===== src/rtl/core/assert_macros.svh =====
// ---------------------------------------------------------------------------
// assert_macros.svh
// Concurrent assertion macros used by the RTL queue; empty in synthesis builds.
// ---------------------------------------------------------------------------
`ifndef ASSERT_MACROS_SVH
`define ASSERT_MACROS_SVH

`ifndef SYNTHESIS
// Clocked check, disabled while reset is held
`define IOTP_ASSERT(lbl, clk, rstn, prop) \
    lbl: assert property (@(posedge clk) disable iff (!rstn) prop) \
    else $error("iotp assertion failed");
// Clocked check of a condition that must never hold
`define IOTP_NEVER(lbl, clk, rstn, expr) \
    lbl: assert property (@(posedge clk) disable iff (!rstn) !(expr)) \
    else $error("iotp forbidden condition seen");
`else
`define IOTP_ASSERT(lbl, clk, rstn, prop)
`define IOTP_NEVER(lbl, clk, rstn, expr)
`endif

`endif


===== src/rtl/core/iotp_pkg.sv =====
// ---------------------------------------------------------------------------
// iotp_pkg
// Types, tags, parse phases and the node field table of the trace parser.
// ---------------------------------------------------------------------------
package iotp_pkg;

    localparam int MAX_PACKET_BYTES_DEF = 2048;
    localparam int QDEPTH = 4;
    localparam int QAW    = 2;

    localparam logic [7:0] OPTION_TYPE_RST   = 8'd49;
    localparam logic [7:0] TRACE_SUBTYPE_RST = 8'd0;

    // register indexes
    localparam logic REG_OPTION_TYPE   = 1'b0;
    localparam logic REG_TRACE_SUBTYPE = 1'b1;

    // result tags
    localparam logic [4:0] TAG_NS      = 5'd0;
    localparam logic [4:0] TAG_TTYPE   = 5'd1;
    localparam logic [4:0] TAG_TIDHI   = 5'd2;
    localparam logic [4:0] TAG_TIDLO   = 5'd3;
    localparam logic [4:0] TAG_SPAN    = 5'd4;
    localparam logic [4:0] TAG_SCHEMA  = 5'd18;
    localparam logic [4:0] TAG_OPQLEN  = 5'd19;
    localparam logic [4:0] TAG_ERROR   = 5'd20;
    localparam logic [4:0] TAG_DONE    = 5'd21;

    localparam int OPAQUE_BIT = 1;

    typedef enum logic [16:0] {
        PH_IP6        = 17'd1,
        PH_NONHBH     = 17'd2,
        PH_HBH_NH     = 17'd4,
        PH_HBH_LEN    = 17'd8,
        PH_OPT_TYPE   = 17'd16,
        PH_LEN_MATCH  = 17'd32,
        PH_LEN_OTHER  = 17'd64,
        PH_OPT_RSV    = 17'd128,
        PH_OPT_SUB    = 17'd256,
        PH_SKIP_OPT   = 17'd512,
        PH_TRACE_HDR  = 17'd1024,
        PH_TRACE_SKIP = 17'd2048,
        PH_NODE       = 17'd4096,
        PH_OPQ_HDR    = 17'd8192,
        PH_OPQ_DATA   = 17'd16384,
        PH_FINISHED   = 17'd32768,
        PH_STOPPED    = 17'd65536
    } t_phase;

    typedef struct packed {
        logic [4:0]  tag;
        logic [63:0] value;
        logic [8:0]  node;
        logic        fin;
    } t_res;

    // results made by one packet byte
    typedef struct packed {
        logic [1:0] cnt;
        t_res       r0;
        t_res       r1;
    } t_push;

    // node field table: selecting trace-type bit, tag, size in bytes
    localparam logic [4:0] NODE_BIT [16] = '{5'd23, 5'd23, 5'd22, 5'd22, 5'd21, 5'd20,
        5'd19, 5'd18, 5'd17, 5'd16, 5'd15, 5'd15, 5'd14, 5'd14, 5'd13, 5'd12};
    localparam logic [4:0] NODE_TAG [16] = '{5'd5, 5'd6, 5'd8, 5'd9, 5'd10, 5'd11,
        5'd12, 5'd13, 5'd15, 5'd16, 5'd5, 5'd7, 5'd8, 5'd9, 5'd14, 5'd17};
    localparam logic [3:0] NODE_SIZE [16] = '{4'd1, 4'd3, 4'd2, 4'd2, 4'd4, 4'd4,
        4'd4, 4'd4, 4'd4, 4'd4, 4'd1, 4'd7, 4'd4, 4'd4, 4'd8, 4'd4};

    // Byte offset of each node field inside a node, two halves of eight
    function automatic logic [15:0][6:0] node_starts(input logic [23:0] tt);
        logic [15:0][6:0] s;
        logic [6:0]       lo;
        logic [6:0]       hi;
        lo = '0;
        hi = '0;
        for (int k = 0; k < 8; k++) begin
            s[k]   = lo;
            s[k+8] = hi;
            if (tt[NODE_BIT[k]])   lo = lo + 7'(NODE_SIZE[k]);
            if (tt[NODE_BIT[k+8]]) hi = hi + 7'(NODE_SIZE[k+8]);
        end
        for (int k = 8; k < 16; k++) s[k] = s[k] + lo;
        return s;
    endfunction

endpackage


===== src/rtl/core/iotp_front.sv =====
// ---------------------------------------------------------------------------
// iotp_front
// Byte-wise packet walker: IPv6 header, hop-by-hop options, trace fields.
// ---------------------------------------------------------------------------
module iotp_front #(
    parameter int MAX_PACKET_BYTES = iotp_pkg::MAX_PACKET_BYTES_DEF
) (
    input  logic                i_clk,
    input  logic                i_rst_n,
    input  logic                i_take,
    input  logic [7:0]          i_pkt_byte,
    input  logic                i_pkt_end,
    input  logic [7:0]          i_option_type,
    input  logic [7:0]          i_trace_subtype,
    output iotp_pkg::t_push     o_push
);
    import iotp_pkg::*;

    localparam int OW = $clog2(MAX_PACKET_BYTES + 1);

    t_phase           r_phase, n_phase, ph;
    logic [OW-1:0]    r_off, n_off;
    logic [11:0]      r_hbh, n_hbh, hdec;
    logic [7:0]       r_optrem, n_optrem;
    logic [23:0]      r_ttype, n_ttype;
    logic [4:0]       r_nwords, n_nwords;
    logic [6:0]       r_skip, n_skip;
    logic [63:0]      r_acc, n_acc;
    logic [1:0]       r_fbc, n_fbc;
    logic [7:0]       r_nbi, n_nbi;
    logic [8:0]       r_ncnt, n_ncnt;
    logic [9:0]       r_opq, n_opq;
    logic [15:0][6:0] r_start;
    logic [6:0]       r_need;

    logic             f_v;
    logic [4:0]       f_tag;
    logic [63:0]      f_val;
    logic             fail;
    logic             data_ph;
    logic             opq;
    logic [6:0]       span;
    logic [7:0]       region;
    logic             hit;
    logic             hfirst;
    logic             hlast;
    logic [4:0]       htag;
    logic             ok;
    t_res             fres;
    t_res             cres;

    // field layout follows the trace type; it settles long before node data
    always_ff @(posedge i_clk) begin
        r_start <= node_starts(r_ttype);
        r_need  <= r_start[15] + (r_ttype[NODE_BIT[15]] ? 7'(NODE_SIZE[15]) : 7'd0);
    end

    assign opq    = r_ttype[OPAQUE_BIT];
    assign span   = {r_nwords, 2'b00};
    assign region = ({1'b0, span} < r_optrem) ? {1'b0, span} : r_optrem;
    assign hdec   = (r_hbh != 12'd0) ? r_hbh - 12'd1 : 12'd0;
    assign data_ph = (r_phase == PH_OPT_RSV) || (r_phase == PH_OPT_SUB) ||
                     (r_phase == PH_SKIP_OPT) || (r_phase == PH_TRACE_HDR) ||
                     (r_phase == PH_TRACE_SKIP) || (r_phase == PH_NODE) ||
                     (r_phase == PH_OPQ_HDR) || (r_phase == PH_OPQ_DATA);

    // locate the node field holding the current node byte
    always_comb begin
        hit    = 1'b0;
        hfirst = 1'b0;
        hlast  = 1'b0;
        htag   = TAG_ERROR;
        for (int k = 15; k >= 0; k--) begin
            if (r_ttype[NODE_BIT[k]] && (r_nbi >= {1'b0, r_start[k]}) &&
                (r_nbi < ({1'b0, r_start[k]} + 8'(NODE_SIZE[k])))) begin
                hit    = 1'b1;
                hfirst = (r_nbi == {1'b0, r_start[k]});
                hlast  = (r_nbi == ({1'b0, r_start[k]} + 8'(NODE_SIZE[k]) - 8'd1));
                htag   = NODE_TAG[k];
            end
        end
    end

    // next state for one accepted byte
    always_comb begin
        n_phase  = r_phase;
        n_off    = r_off;
        n_hbh    = r_hbh;
        n_optrem = r_optrem;
        n_ttype  = r_ttype;
        n_nwords = r_nwords;
        n_skip   = r_skip;
        n_acc    = r_acc;
        n_fbc    = r_fbc;
        n_nbi    = r_nbi;
        n_ncnt   = r_ncnt;
        n_opq    = r_opq;
        f_v      = 1'b0;
        f_tag    = TAG_ERROR;
        f_val    = '0;
        fail     = 1'b0;
        ph       = r_phase;
        ok       = 1'b0;
        if (i_take && (r_off < OW'(MAX_PACKET_BYTES))) begin
            n_off = r_off + OW'(1);
            if (data_ph) begin
                // node start: the selected fields and opaque header must fit
                if (r_phase == PH_NODE && r_nbi == 8'd0) begin
                    if (({1'b0, r_need} > region) ||
                        (opq && (({1'b0, span} + 8'd4) > r_optrem))) begin
                        fail = 1'b1;
                    end else if (span == 7'd0) begin
                        ph = opq ? PH_OPQ_HDR : PH_SKIP_OPT;
                    end
                end
                if (!fail) begin
                    case (ph)
                        PH_OPT_RSV: begin
                            n_phase = PH_OPT_SUB;
                        end
                        PH_OPT_SUB: begin
                            if (i_pkt_byte == i_trace_subtype) begin
                                if (r_optrem < 8'd33) begin
                                    fail = 1'b1;
                                end else begin
                                    n_phase = PH_TRACE_HDR;
                                    n_nbi   = 8'd0;
                                    n_ncnt  = 9'd0;
                                    n_acc   = '0;
                                end
                            end else begin
                                n_phase = PH_SKIP_OPT;
                            end
                        end
                        PH_TRACE_HDR: begin
                            if (r_nbi == 8'd2) n_nwords = i_pkt_byte[7:3];
                            if (r_nbi == 8'd3) n_skip = i_pkt_byte[6:0];
                            if (r_nbi < 8'd2 || (r_nbi >= 8'd4 && r_nbi <= 8'd6) ||
                                r_nbi >= 8'd8) begin
                                if (r_nbi == 8'd0 || r_nbi == 8'd4 || r_nbi == 8'd8 ||
                                    r_nbi == 8'd16 || r_nbi == 8'd24) begin
                                    n_acc = {56'd0, i_pkt_byte};
                                end else begin
                                    n_acc = {r_acc[55:0], i_pkt_byte};
                                end
                            end
                            f_val = n_acc;
                            case (r_nbi)
                                8'd1:  begin f_v = 1'b1; f_tag = TAG_NS; end
                                8'd6:  begin
                                    f_v     = 1'b1;
                                    f_tag   = TAG_TTYPE;
                                    n_ttype = n_acc[23:0];
                                end
                                8'd15: begin f_v = 1'b1; f_tag = TAG_TIDHI; end
                                8'd23: begin f_v = 1'b1; f_tag = TAG_TIDLO; end
                                8'd31: begin f_v = 1'b1; f_tag = TAG_SPAN; end
                                default: ;
                            endcase
                            n_nbi = r_nbi + 8'd1;
                            if (r_nbi == 8'd31) begin
                                n_nbi   = 8'd0;
                                n_fbc   = 2'd0;
                                n_phase = (n_skip != 7'd0) ? PH_TRACE_SKIP : PH_NODE;
                            end
                        end
                        PH_TRACE_SKIP: begin
                            n_fbc = r_fbc + 2'd1;
                            if (r_fbc == 2'd3) begin
                                n_skip = (r_skip != 7'd0) ? r_skip - 7'd1 : 7'd0;
                                if (n_skip == 7'd0) n_phase = PH_NODE;
                            end
                        end
                        PH_NODE: begin
                            if (hit) begin
                                n_acc = hfirst ? {56'd0, i_pkt_byte}
                                               : {r_acc[55:0], i_pkt_byte};
                                if (hlast) begin
                                    f_v   = 1'b1;
                                    f_tag = htag;
                                    f_val = n_acc;
                                end
                            end
                            n_nbi = r_nbi + 8'd1;
                            if (({1'b0, r_nbi} + 9'd1) >= {2'b00, span}) begin
                                n_nbi = 8'd0;
                                if (opq) begin
                                    n_phase = PH_OPQ_HDR;
                                end else begin
                                    n_ncnt  = r_ncnt + 9'd1;
                                    n_phase = PH_NODE;
                                end
                            end
                        end
                        PH_OPQ_HDR: begin
                            if (r_nbi == 8'd0) begin
                                if (({1'b0, i_pkt_byte, 2'b00} + 11'd4) >
                                    {3'b000, r_optrem}) begin
                                    fail = 1'b1;
                                end else begin
                                    n_opq = {i_pkt_byte, 2'b00};
                                    f_v   = 1'b1;
                                    f_tag = TAG_OPQLEN;
                                    f_val = {56'd0, i_pkt_byte};
                                end
                            end else begin
                                n_acc = (r_nbi == 8'd1) ? {56'd0, i_pkt_byte}
                                                       : {r_acc[55:0], i_pkt_byte};
                            end
                            n_nbi = r_nbi + 8'd1;
                            if (!fail && r_nbi == 8'd3) begin
                                f_v   = 1'b1;
                                f_tag = TAG_SCHEMA;
                                f_val = n_acc;
                                n_nbi = 8'd0;
                                if (n_opq != 10'd0) begin
                                    n_phase = PH_OPQ_DATA;
                                end else begin
                                    n_ncnt  = r_ncnt + 9'd1;
                                    n_phase = PH_NODE;
                                end
                            end
                        end
                        PH_OPQ_DATA: begin
                            n_opq = (r_opq != 10'd0) ? r_opq - 10'd1 : 10'd0;
                            if (n_opq == 10'd0) begin
                                n_ncnt  = r_ncnt + 9'd1;
                                n_nbi   = 8'd0;
                                n_phase = PH_NODE;
                            end
                        end
                        default: begin
                            n_phase = ph;
                        end
                    endcase
                end
                if (fail) begin
                    // an error stops the walk; restore the untouched state
                    n_phase = PH_STOPPED;
                    n_acc   = r_acc;
                    n_nbi   = r_nbi;
                    n_ncnt  = r_ncnt;
                    n_opq   = r_opq;
                    f_v     = 1'b1;
                    f_tag   = TAG_ERROR;
                    f_val   = '0;
                end else begin
                    n_hbh    = hdec;
                    n_optrem = (r_optrem != 8'd0) ? r_optrem - 8'd1 : 8'd0;
                    if (n_optrem == 8'd0) n_phase = (hdec == 12'd0) ? PH_FINISHED : PH_OPT_TYPE;
                end
            end else begin
                case (r_phase)
                    PH_IP6: begin
                        if (r_off == OW'(6) && i_pkt_byte != 8'd0) n_phase = PH_NONHBH;
                        else if (r_off >= OW'(39)) n_phase = PH_HBH_NH;
                    end
                    PH_HBH_NH: n_phase = PH_HBH_LEN;
                    PH_HBH_LEN: begin
                        n_hbh   = {1'b0, i_pkt_byte, 3'b000} + 12'd6;
                        n_phase = PH_OPT_TYPE;
                    end
                    PH_OPT_TYPE: begin
                        n_hbh = hdec;
                        if (i_pkt_byte == 8'd0) begin
                            if (hdec == 12'd0) n_phase = PH_FINISHED;
                        end else begin
                            n_phase = (i_pkt_byte == i_option_type) ? PH_LEN_MATCH
                                                                    : PH_LEN_OTHER;
                        end
                    end
                    PH_LEN_MATCH, PH_LEN_OTHER: begin
                        n_hbh    = hdec;
                        n_optrem = i_pkt_byte;
                        if (i_pkt_byte == 8'd0) begin
                            n_phase = (hdec == 12'd0) ? PH_FINISHED : PH_OPT_TYPE;
                        end else begin
                            n_phase = (r_phase == PH_LEN_MATCH && i_pkt_byte >= 8'd2)
                                      ? PH_OPT_RSV : PH_SKIP_OPT;
                        end
                    end
                    default: ;
                endcase
            end
        end
        if (i_take && i_pkt_end) begin
            // close the packet and clear all packet state
            ok = (r_off >= OW'(41)) && ((n_phase == PH_NONHBH) ||
                 (n_phase == PH_FINISHED) || (n_phase == PH_STOPPED));
            n_phase  = PH_IP6;
            n_off    = '0;
            n_hbh    = '0;
            n_optrem = '0;
            n_ttype  = '0;
            n_nwords = '0;
            n_skip   = '0;
            n_acc    = '0;
            n_fbc    = '0;
            n_nbi    = '0;
            n_ncnt   = '0;
            n_opq    = '0;
        end
    end

    // results toward the queue
    always_comb begin
        fres.tag   = f_tag;
        fres.value = f_val;
        fres.node  = (f_tag == TAG_ERROR || f_tag <= TAG_SPAN) ? 9'd0 : r_ncnt;
        fres.fin   = 1'b0;
        cres.tag   = ok ? TAG_DONE : TAG_ERROR;
        cres.value = '0;
        cres.node  = 9'd0;
        cres.fin   = 1'b1;
        o_push.cnt = 2'(f_v) + 2'(i_take && i_pkt_end);
        o_push.r0  = f_v ? fres : cres;
        o_push.r1  = cres;
    end

    always_ff @(posedge i_clk) begin
        if (!i_rst_n) begin
            r_phase  <= PH_IP6;
            r_off    <= '0;
            r_hbh    <= '0;
            r_optrem <= '0;
            r_ttype  <= '0;
            r_nwords <= '0;
            r_skip   <= '0;
            r_acc    <= '0;
            r_fbc    <= '0;
            r_nbi    <= '0;
            r_ncnt   <= '0;
            r_opq    <= '0;
        end else begin
            r_phase  <= n_phase;
            r_off    <= n_off;
            r_hbh    <= n_hbh;
            r_optrem <= n_optrem;
            r_ttype  <= n_ttype;
            r_nwords <= n_nwords;
            r_skip   <= n_skip;
            r_acc    <= n_acc;
            r_fbc    <= n_fbc;
            r_nbi    <= n_nbi;
            r_ncnt   <= n_ncnt;
            r_opq    <= n_opq;
        end
    end

endmodule


===== src/rtl/core/iotp_queue.sv =====
// ---------------------------------------------------------------------------
// iotp_queue
// Short result queue: up to two writes and one read per cycle.
// ---------------------------------------------------------------------------
`include "assert_macros.svh"

module iotp_queue (
    input  logic             i_clk,
    input  logic             i_rst_n,
    input  iotp_pkg::t_push  i_push,
    input  logic             i_pop,
    output logic             o_room,
    output logic             o_valid,
    output iotp_pkg::t_res   o_head
);
    import iotp_pkg::*;

    t_res             r_mem [QDEPTH];
    logic [QAW-1:0]   r_wp, n_wp;
    logic [QAW-1:0]   r_rp, n_rp;
    logic [QAW:0]     r_cnt, n_cnt;
    logic             pop;

    assign o_room  = (r_cnt <= (QAW+1)'(QDEPTH - 2));
    assign o_valid = (r_cnt != '0);
    assign o_head  = r_mem[r_rp];
    assign pop     = i_pop && o_valid;

    // pointers and fill count
    always_comb begin
        n_wp  = r_wp + QAW'(i_push.cnt);
        n_rp  = r_rp + QAW'(pop);
        n_cnt = r_cnt + (QAW+1)'(i_push.cnt) - (QAW+1)'(pop);
    end

    // storage writes
    always_ff @(posedge i_clk) begin
        if (i_push.cnt != 2'd0) r_mem[r_wp] <= i_push.r0;
        if (i_push.cnt == 2'd2) r_mem[r_wp + QAW'(1)] <= i_push.r1;
    end

    always_ff @(posedge i_clk) begin
        if (!i_rst_n) begin
            r_wp  <= '0;
            r_rp  <= '0;
            r_cnt <= '0;
        end else begin
            r_wp  <= n_wp;
            r_rp  <= n_rp;
            r_cnt <= n_cnt;
        end
    end

    `IOTP_NEVER(a_no_overflow, i_clk, i_rst_n, r_cnt > (QAW+1)'(QDEPTH))
    `IOTP_ASSERT(a_push_fits, i_clk, i_rst_n, (i_push.cnt != 2'd0) |-> o_room)
    `IOTP_ASSERT(a_ptr_gap, i_clk, i_rst_n, (r_cnt == (QAW+1)'(QDEPTH)) || (r_wp == r_rp + QAW'(r_cnt)))

endmodule


===== src/rtl/core/iotp_back.sv =====
// ---------------------------------------------------------------------------
// iotp_back
// Output register stage: pulls results from the queue and holds them.
// ---------------------------------------------------------------------------
module iotp_back (
    input  logic            i_clk,
    input  logic            i_rst_n,
    input  logic            i_q_valid,
    input  iotp_pkg::t_res  i_q_head,
    output logic            o_q_pop,
    input  logic            i_ready,
    output logic            o_valid,
    output iotp_pkg::t_res  o_res
);
    import iotp_pkg::*;

    logic r_valid;
    t_res r_res;

    // load when empty or when the held result transfers
    assign o_q_pop = (!r_valid || i_ready) && i_q_valid;
    assign o_valid = r_valid;
    assign o_res   = r_res;

    always_ff @(posedge i_clk) begin
        if (!i_rst_n) begin
            r_valid <= 1'b0;
        end else if (!r_valid || i_ready) begin
            r_valid <= i_q_valid;
        end
    end

    always_ff @(posedge i_clk) begin
        if (o_q_pop) r_res <= i_q_head;
    end

endmodule


===== src/rtl/core/ioam_trace_option_parser.sv =====
// ---------------------------------------------------------------------------
// ioam_trace_option_parser
// IPv6 hop-by-hop IOAM preallocated trace parser, one packet byte per cycle while the queue has room.
// ---------------------------------------------------------------------------
// Takes one packet byte per cycle and emits tagged trace fields (header, then
// each node in wire order, each followed by its opaque length and schema
// when the opaque bit is set) plus one closing done/error result per packet.
// Each byte is walked combinationally into registered state; results go
// through a four-entry queue and an output register, so input is taken every
// cycle while the queue has two free entries. A byte can make two results (a
// field and the packet close). Registers: option type at 0x0, trace subtype at 0x4.
module ioam_trace_option_parser #(
    parameter int MAX_PACKET_BYTES = iotp_pkg::MAX_PACKET_BYTES_DEF
) (
    input  logic        i_clk,
    input  logic        i_rst_n,
    input  logic        i_valid,
    output logic        o_ready,
    input  logic [7:0]  i_pkt_byte,
    input  logic        i_pkt_end,
    output logic        o_valid,
    input  logic        i_ready,
    output logic [4:0]  o_field_tag,
    output logic [63:0] o_field_value,
    output logic [8:0]  o_node_number,
    output logic        o_final_res,
    input  logic        psel,
    input  logic        penable,
    input  logic        pwrite,
    input  logic [2:0]  paddr,
    input  logic [31:0] pwdata,
    output logic [31:0] prdata,
    output logic        pready
);
    import iotp_pkg::*;

    logic [7:0] r_option_type;
    logic [7:0] r_trace_subtype;
    t_push      push;
    logic       room;
    logic       q_valid;
    logic       q_pop;
    t_res       q_head;
    t_res       res;

    // configuration registers
    assign pready = 1'b1;
    assign prdata = (paddr[2] == REG_TRACE_SUBTYPE) ? {24'd0, r_trace_subtype}
                                                    : {24'd0, r_option_type};

    always_ff @(posedge i_clk) begin
        if (!i_rst_n) begin
            r_option_type   <= OPTION_TYPE_RST;
            r_trace_subtype <= TRACE_SUBTYPE_RST;
        end else if (psel && penable && pwrite) begin
            case (paddr[2])
                REG_OPTION_TYPE:   r_option_type   <= pwdata[7:0];
                REG_TRACE_SUBTYPE: r_trace_subtype <= pwdata[7:0];
                default: ;
            endcase
        end
    end

    assign o_ready = room;

    iotp_front #(
        .MAX_PACKET_BYTES(MAX_PACKET_BYTES)
    ) u_front (
        .i_clk           (i_clk),
        .i_rst_n         (i_rst_n),
        .i_take          (i_valid && room),
        .i_pkt_byte      (i_pkt_byte),
        .i_pkt_end       (i_pkt_end),
        .i_option_type   (r_option_type),
        .i_trace_subtype (r_trace_subtype),
        .o_push          (push)
    );

    iotp_queue u_queue (
        .i_clk   (i_clk),
        .i_rst_n (i_rst_n),
        .i_push  (push),
        .i_pop   (q_pop),
        .o_room  (room),
        .o_valid (q_valid),
        .o_head  (q_head)
    );

    iotp_back u_back (
        .i_clk     (i_clk),
        .i_rst_n   (i_rst_n),
        .i_q_valid (q_valid),
        .i_q_head  (q_head),
        .o_q_pop   (q_pop),
        .i_ready   (i_ready),
        .o_valid   (o_valid),
        .o_res     (res)
    );

    assign o_field_tag   = res.tag;
    assign o_field_value = res.value;
    assign o_node_number = res.node;
    assign o_final_res   = res.fin;

endmodule


===== config.mk =====
export PLATFORM = sky130hd
export DESIGN_NAME = ioam_trace_option_parser
export DESIGN_NICKNAME = d
export VERILOG_FILES = /design/src/rtl/core/iotp_pkg.sv /design/src/rtl/core/iotp_front.sv /design/src/rtl/core/iotp_queue.sv /design/src/rtl/core/iotp_back.sv /design/src/rtl/core/ioam_trace_option_parser.sv
export VERILOG_INCLUDE_DIRS = /design/src /design/src/rtl/core
export SDC_FILE = /design/constraint.sdc
export NUM_CORES = 2
export LEC_CHECK = 0
export BUFFER_PORTS_ARGS = -buffer_cell sky130_fd_sc_hd__buf_4
export CORE_MARGIN = 2
export CORE_UTILIZATION = 54
export DETAILED_ROUTE_END_ITERATION = 7
export GPL_TIMING_DRIVEN = 0
export PLACE_DENSITY = 0.71
export SETUP_SLACK_MARGIN = 0.3
export SYNTH_ARGS = -nofsm -noshare
export SYNTH_HDL_FRONTEND = slang
export SYNTH_SLANG_ARGS = --single-unit

===== constraint.sdc =====
create_clock -name i_clk -period 8.5 [get_ports i_clk]
set_input_delay 1.275 -clock i_clk [delete_from_list [all_inputs] [get_ports i_clk]]
set_output_delay 1.275 -clock i_clk [all_outputs]
set_load 0.02 [all_outputs]

==> results.txt <==
* Outcome: finished with violations
- Violated checks: max-capacitance violations, max-slew violations
- The number of slew-limit violations in the final report came to 8.
- Overall routing resource usage: 0.322
- In the final design database the tool counted ~4700 nets.
- Yosys mapped the design onto approximately 120 distinct sky130hd cell types.
- For this run, the slowest stage of the critical path takes approximately 0.8 ns.
* # H-tree levels: 3
- Congestion Overflow GR: 0
* Starting density of the core: 0.544
- The via count of the first global-routing pass came to between 30000 and 40000.
- Critical path cell sequence: buf_4 > clkbuf_1 > inv_1 > ha_1 > ha_1 > a21o_1 > a21oi_1 > o221ai_1 > a211oi_2 > nor2_1 > a21boi_0 > nand3_1 > o21a_1 > buf_6 > inv_4 > ha_1 > nor2_1 > and2_1 > clkbuf_1 > nor2_1 > clkbuf_1 > clkbuf_1 > nand2_1 > o21ai_0
- Root buffer selected by CTS: clkbuf_16
* Ant. Diodes: 0
- I/O pin count: 165
- After floorplanning, the core was sized to cover 68300 um2.
* Die span in x: about 270 um
- The slowest stage of the critical path is the clkbuf_1 cell.
- In the final layout, the share of cells above drive strength 1 is 0.119.
- Across the run, the number of max-cap violations was 1.
- Startpoint types: input port
- Worst Tran Pin Value: approximately 1.5 ns
* Global-route wire length before repair: between 150000 and 200000 um
- DRT Pass-1 Iters: 7
- Fraction of synthesized cell area taken by the top area cell type: 0.301
- Number of gates resized after CTS: 0
- Along the worst path, the maximum fanout reaches 10.
* Number of placement rows: 96
- Classification of the worst setup path: input port to register
- Path class of the lowest-slack min-delay path: register to register
- Share of flip-flops with an asynchronous set or reset after synthesis: 0
* Max Clock Freq: 130 MHz
- For flop-to-flop paths, the worst setup slack is roughly 0.97 ns.
- WP data required: between 9 and 10 ns
* Count of input and output buffers: ~110
- The die is roughly 270 um tall.
* Synthesis-to-layout area growth: 12.2%
- TritonCTS built the clock tree.
- The wire-length estimate of the detail-placed layout is roughly 84000 um.
* Largest clock skew in the final design: 0.0393 ns
- Setup violations remaining at the end of the flow were counted as 0.
* Final design utilization: 0.611
- At the end of routability-driven placement, the weighted congestion stood at between 0.9 and 1.
- For this block, the via count after detailed routing is approximately 34000.
- Clock sink count: 643
- Source-to-sink clock delay at the later pin of the worst-skew pair: approximately 0.65 ns
- For this run, the leading register cell type out of synthesis is dfxtp_1.
- For the final routed database, the setup TNS stands at 0 ns.
* Ys Warns: 0
- The worst path in the final design needs a cycle of slightly below 8 ns, including I/O delays and setup.
- P per Cell Area: about 190 nW/um2
- Setup repair after global routing left no endpoint under its margin.
* Most repeated library cell on the critical path: clkbuf_1
* Die Area: between 70000 and 80000 um2
- Crit-path leading delay family: buffers and inverters
- Sort of element at the end of the critical path: register
- Data arrival, critical path: between 8 and 9 ns
* Cell types with the largest area share after synthesis: dfxtp_1 (30%), ha_1 (8.0%), edfxtp_1 (6.7%)
* Final hold violation count: 0
- Cts-stage hold buffer count: 0
* Worst path buffer plus inverter count: 8
* Final WL: ~120000 um
- Averaged over all synthesized cells, the footprint is 8.82 um2.
- Entering global routing, the biggest net connects 33 pins.
- Post-Syn Instances: roughly 4200
- After detailed routing, the number of vias per cell comes to roughly 6.3.
- Average routed wire per standard cell: around 22 um
- Static leakage power: about 16 nW
- By instance count, the leading cell after synthesis is dfxtp_1.
* Number of antenna violations at the first check in global routing: 0
* DRC violation count after routing: 0
* Cell area after synthesis: 37200 um2
- In this run, CTS created clock tree buffers numbering 70.
- Number of buffers between clock root and the deepest sink: 3
- By count the netlist is led by dfxtp_1 (560), nand2_1 (515), o21ai_0 (425), nor2_1 (307), ha_1 (237).
- Synthesis inferred between 600 and 700 register bits.
- Remaining antenna violation count after routing: 0
- VDD sags by at most 248 uV.
* Post CTS Setup Buffer Count: 0
- Yosys mapped a number of flops with a built-in enable equal to 83.
- Post-synthesis cell type with the largest combined area: dfxtp_1
* Worst rel slew slack: -0.0225
- Post-CTS clock slew at the launch and capture registers of the worst setup and hold paths: around 0.060 ns
- Sequential fraction of the synthesis area: 0.368
- Ratio of final minimum period to clock period: 0.905
- The first routing iteration left approximately 3800 violations.
==> per-layer routing <==
layer,global-route usage,vias to the layer above,share of wire
li1,-,15800,-
met1,0.455,16200,0.43
met2,0.490,1741,0.44
met3,0.0617,253,0.099
met4,0.114,0,0.032
met5,0,-,0
==> path summary, 6_finish.rpt <==
path                                        endpoint                 from  depth (start not counted)
worst max register to register  u_queue.r_mem[2][52]  u_front.r_optrem[5]                         30
worst min register to register    u_front.r_start[7]  u_front.r_ttype[23]                          0
worst min-delay path              u_front.r_start[7]  u_front.r_ttype[23]                          0
worst max-delay path            u_queue.r_mem[2][52]        i_pkt_byte[0]                         24
==> sequential cells by signal (all words and copies together) (netlist names), 3 cells and up <==
| signal | count |
|---|---|
| u_front.r_ttype | 13 |
| u_front.r_acc | 64 |
| u_front.r_hbh | 12 |
| u_queue.r_cnt | 3 |
| u_queue.r_mem | 316 |
| u_front.r_phase | 17 |
| u_front.r_skip | 7 |
| u_front.r_nwords | 5 |
| u_front.r_nbi | 8 |
| u_front.r_optrem | 8 |
| u_front.r_ncnt | 9 |
| u_front.r_opq | 10 |
| r_trace_subtype | 8 |
| u_front.r_off | 12 |
| u_back.o_res | 79 |
| u_front.r_need | 5 |
| u_front.r_start | 52 |
| r_option_type | 8 |
==> logic make-up after synthesis <==
| group | share of synthesized area |
|---|---|
| flip-flops | 0.368 |
| buffers and inverters | 0.0518 |
| AO/OA/AOI/OAI | 0.227 |
| adder cells (fa/ha/maj) | 0.0838 |
| XOR/XNOR | 0.0454 |
| other | 0.000202 |
| multiplexers | 0.0578 |
| AND/OR/NAND/NOR | 0.165 |
==> stage by stage <==
step | total power (W) | std cells | setup slack [ns] | hold slack, ns | cell area (um2)
after floorplan | 0.00425 | 4245 | 1.68 | 0.368 | 37300
after global placement | 0.00477 | 5238 | -0.615 | 0.380 | 39200
after detailed placement | 0.00479 | 5241 | 0.429 | 0.382 | 39300
after CTS | 0.00793 | 5368 | 1.03 | 0.393 | 41700
after global routing | 0.00814 | 5368 | 0.469 | 0.401 | 41700
final | 0.00789 | 5368 | 0.807 | 0.397 | 41700
==> layout by cell type, fill, tap and decap left out, types with 36 or more instances in the layout <==
cell type and n:
a22oi_1 94, dfxtp_1 558, o21ai_0 425, nand2b_1 37
xor2_1 55, xnor2_1 129, mux4_2 79, a21o_1 37
clkbuf_1 210, buf_2 39, ha_1 237, edfxtp_1 83
a211oi_1 36, nand2_1 515, inv_1 165, nand4_1 42
clkbuf_16 72, a221oi_1 53, a22o_1 58, nand3_1 106
nor2_1 307, a31o_2 45, a21oi_1 220, buf_4 142
nor3_1 70
==> layout make-up <==
class / count / area (um2)
tap: 882 / 1100
clock buffer: 92 / 1980
fill: 5991 / 26600
clock inverter: 35 / 450
timing repair buffer: 114 / 901
sequential: 643 / 13700
inverter: 166 / 626
multi-input combinational: 3145 / 21700
buffer: 291 / 1300
==> where the power goes <==
part           internal (W)  switching, W  leakage [nW]
clock network       0.00182       0.00134          1.18
logic              0.000483      0.000805          9.28
registers           0.00335     0.0000839          5.35
total               0.00565       0.00223          15.8
Power figures use the tool's default switching activity.
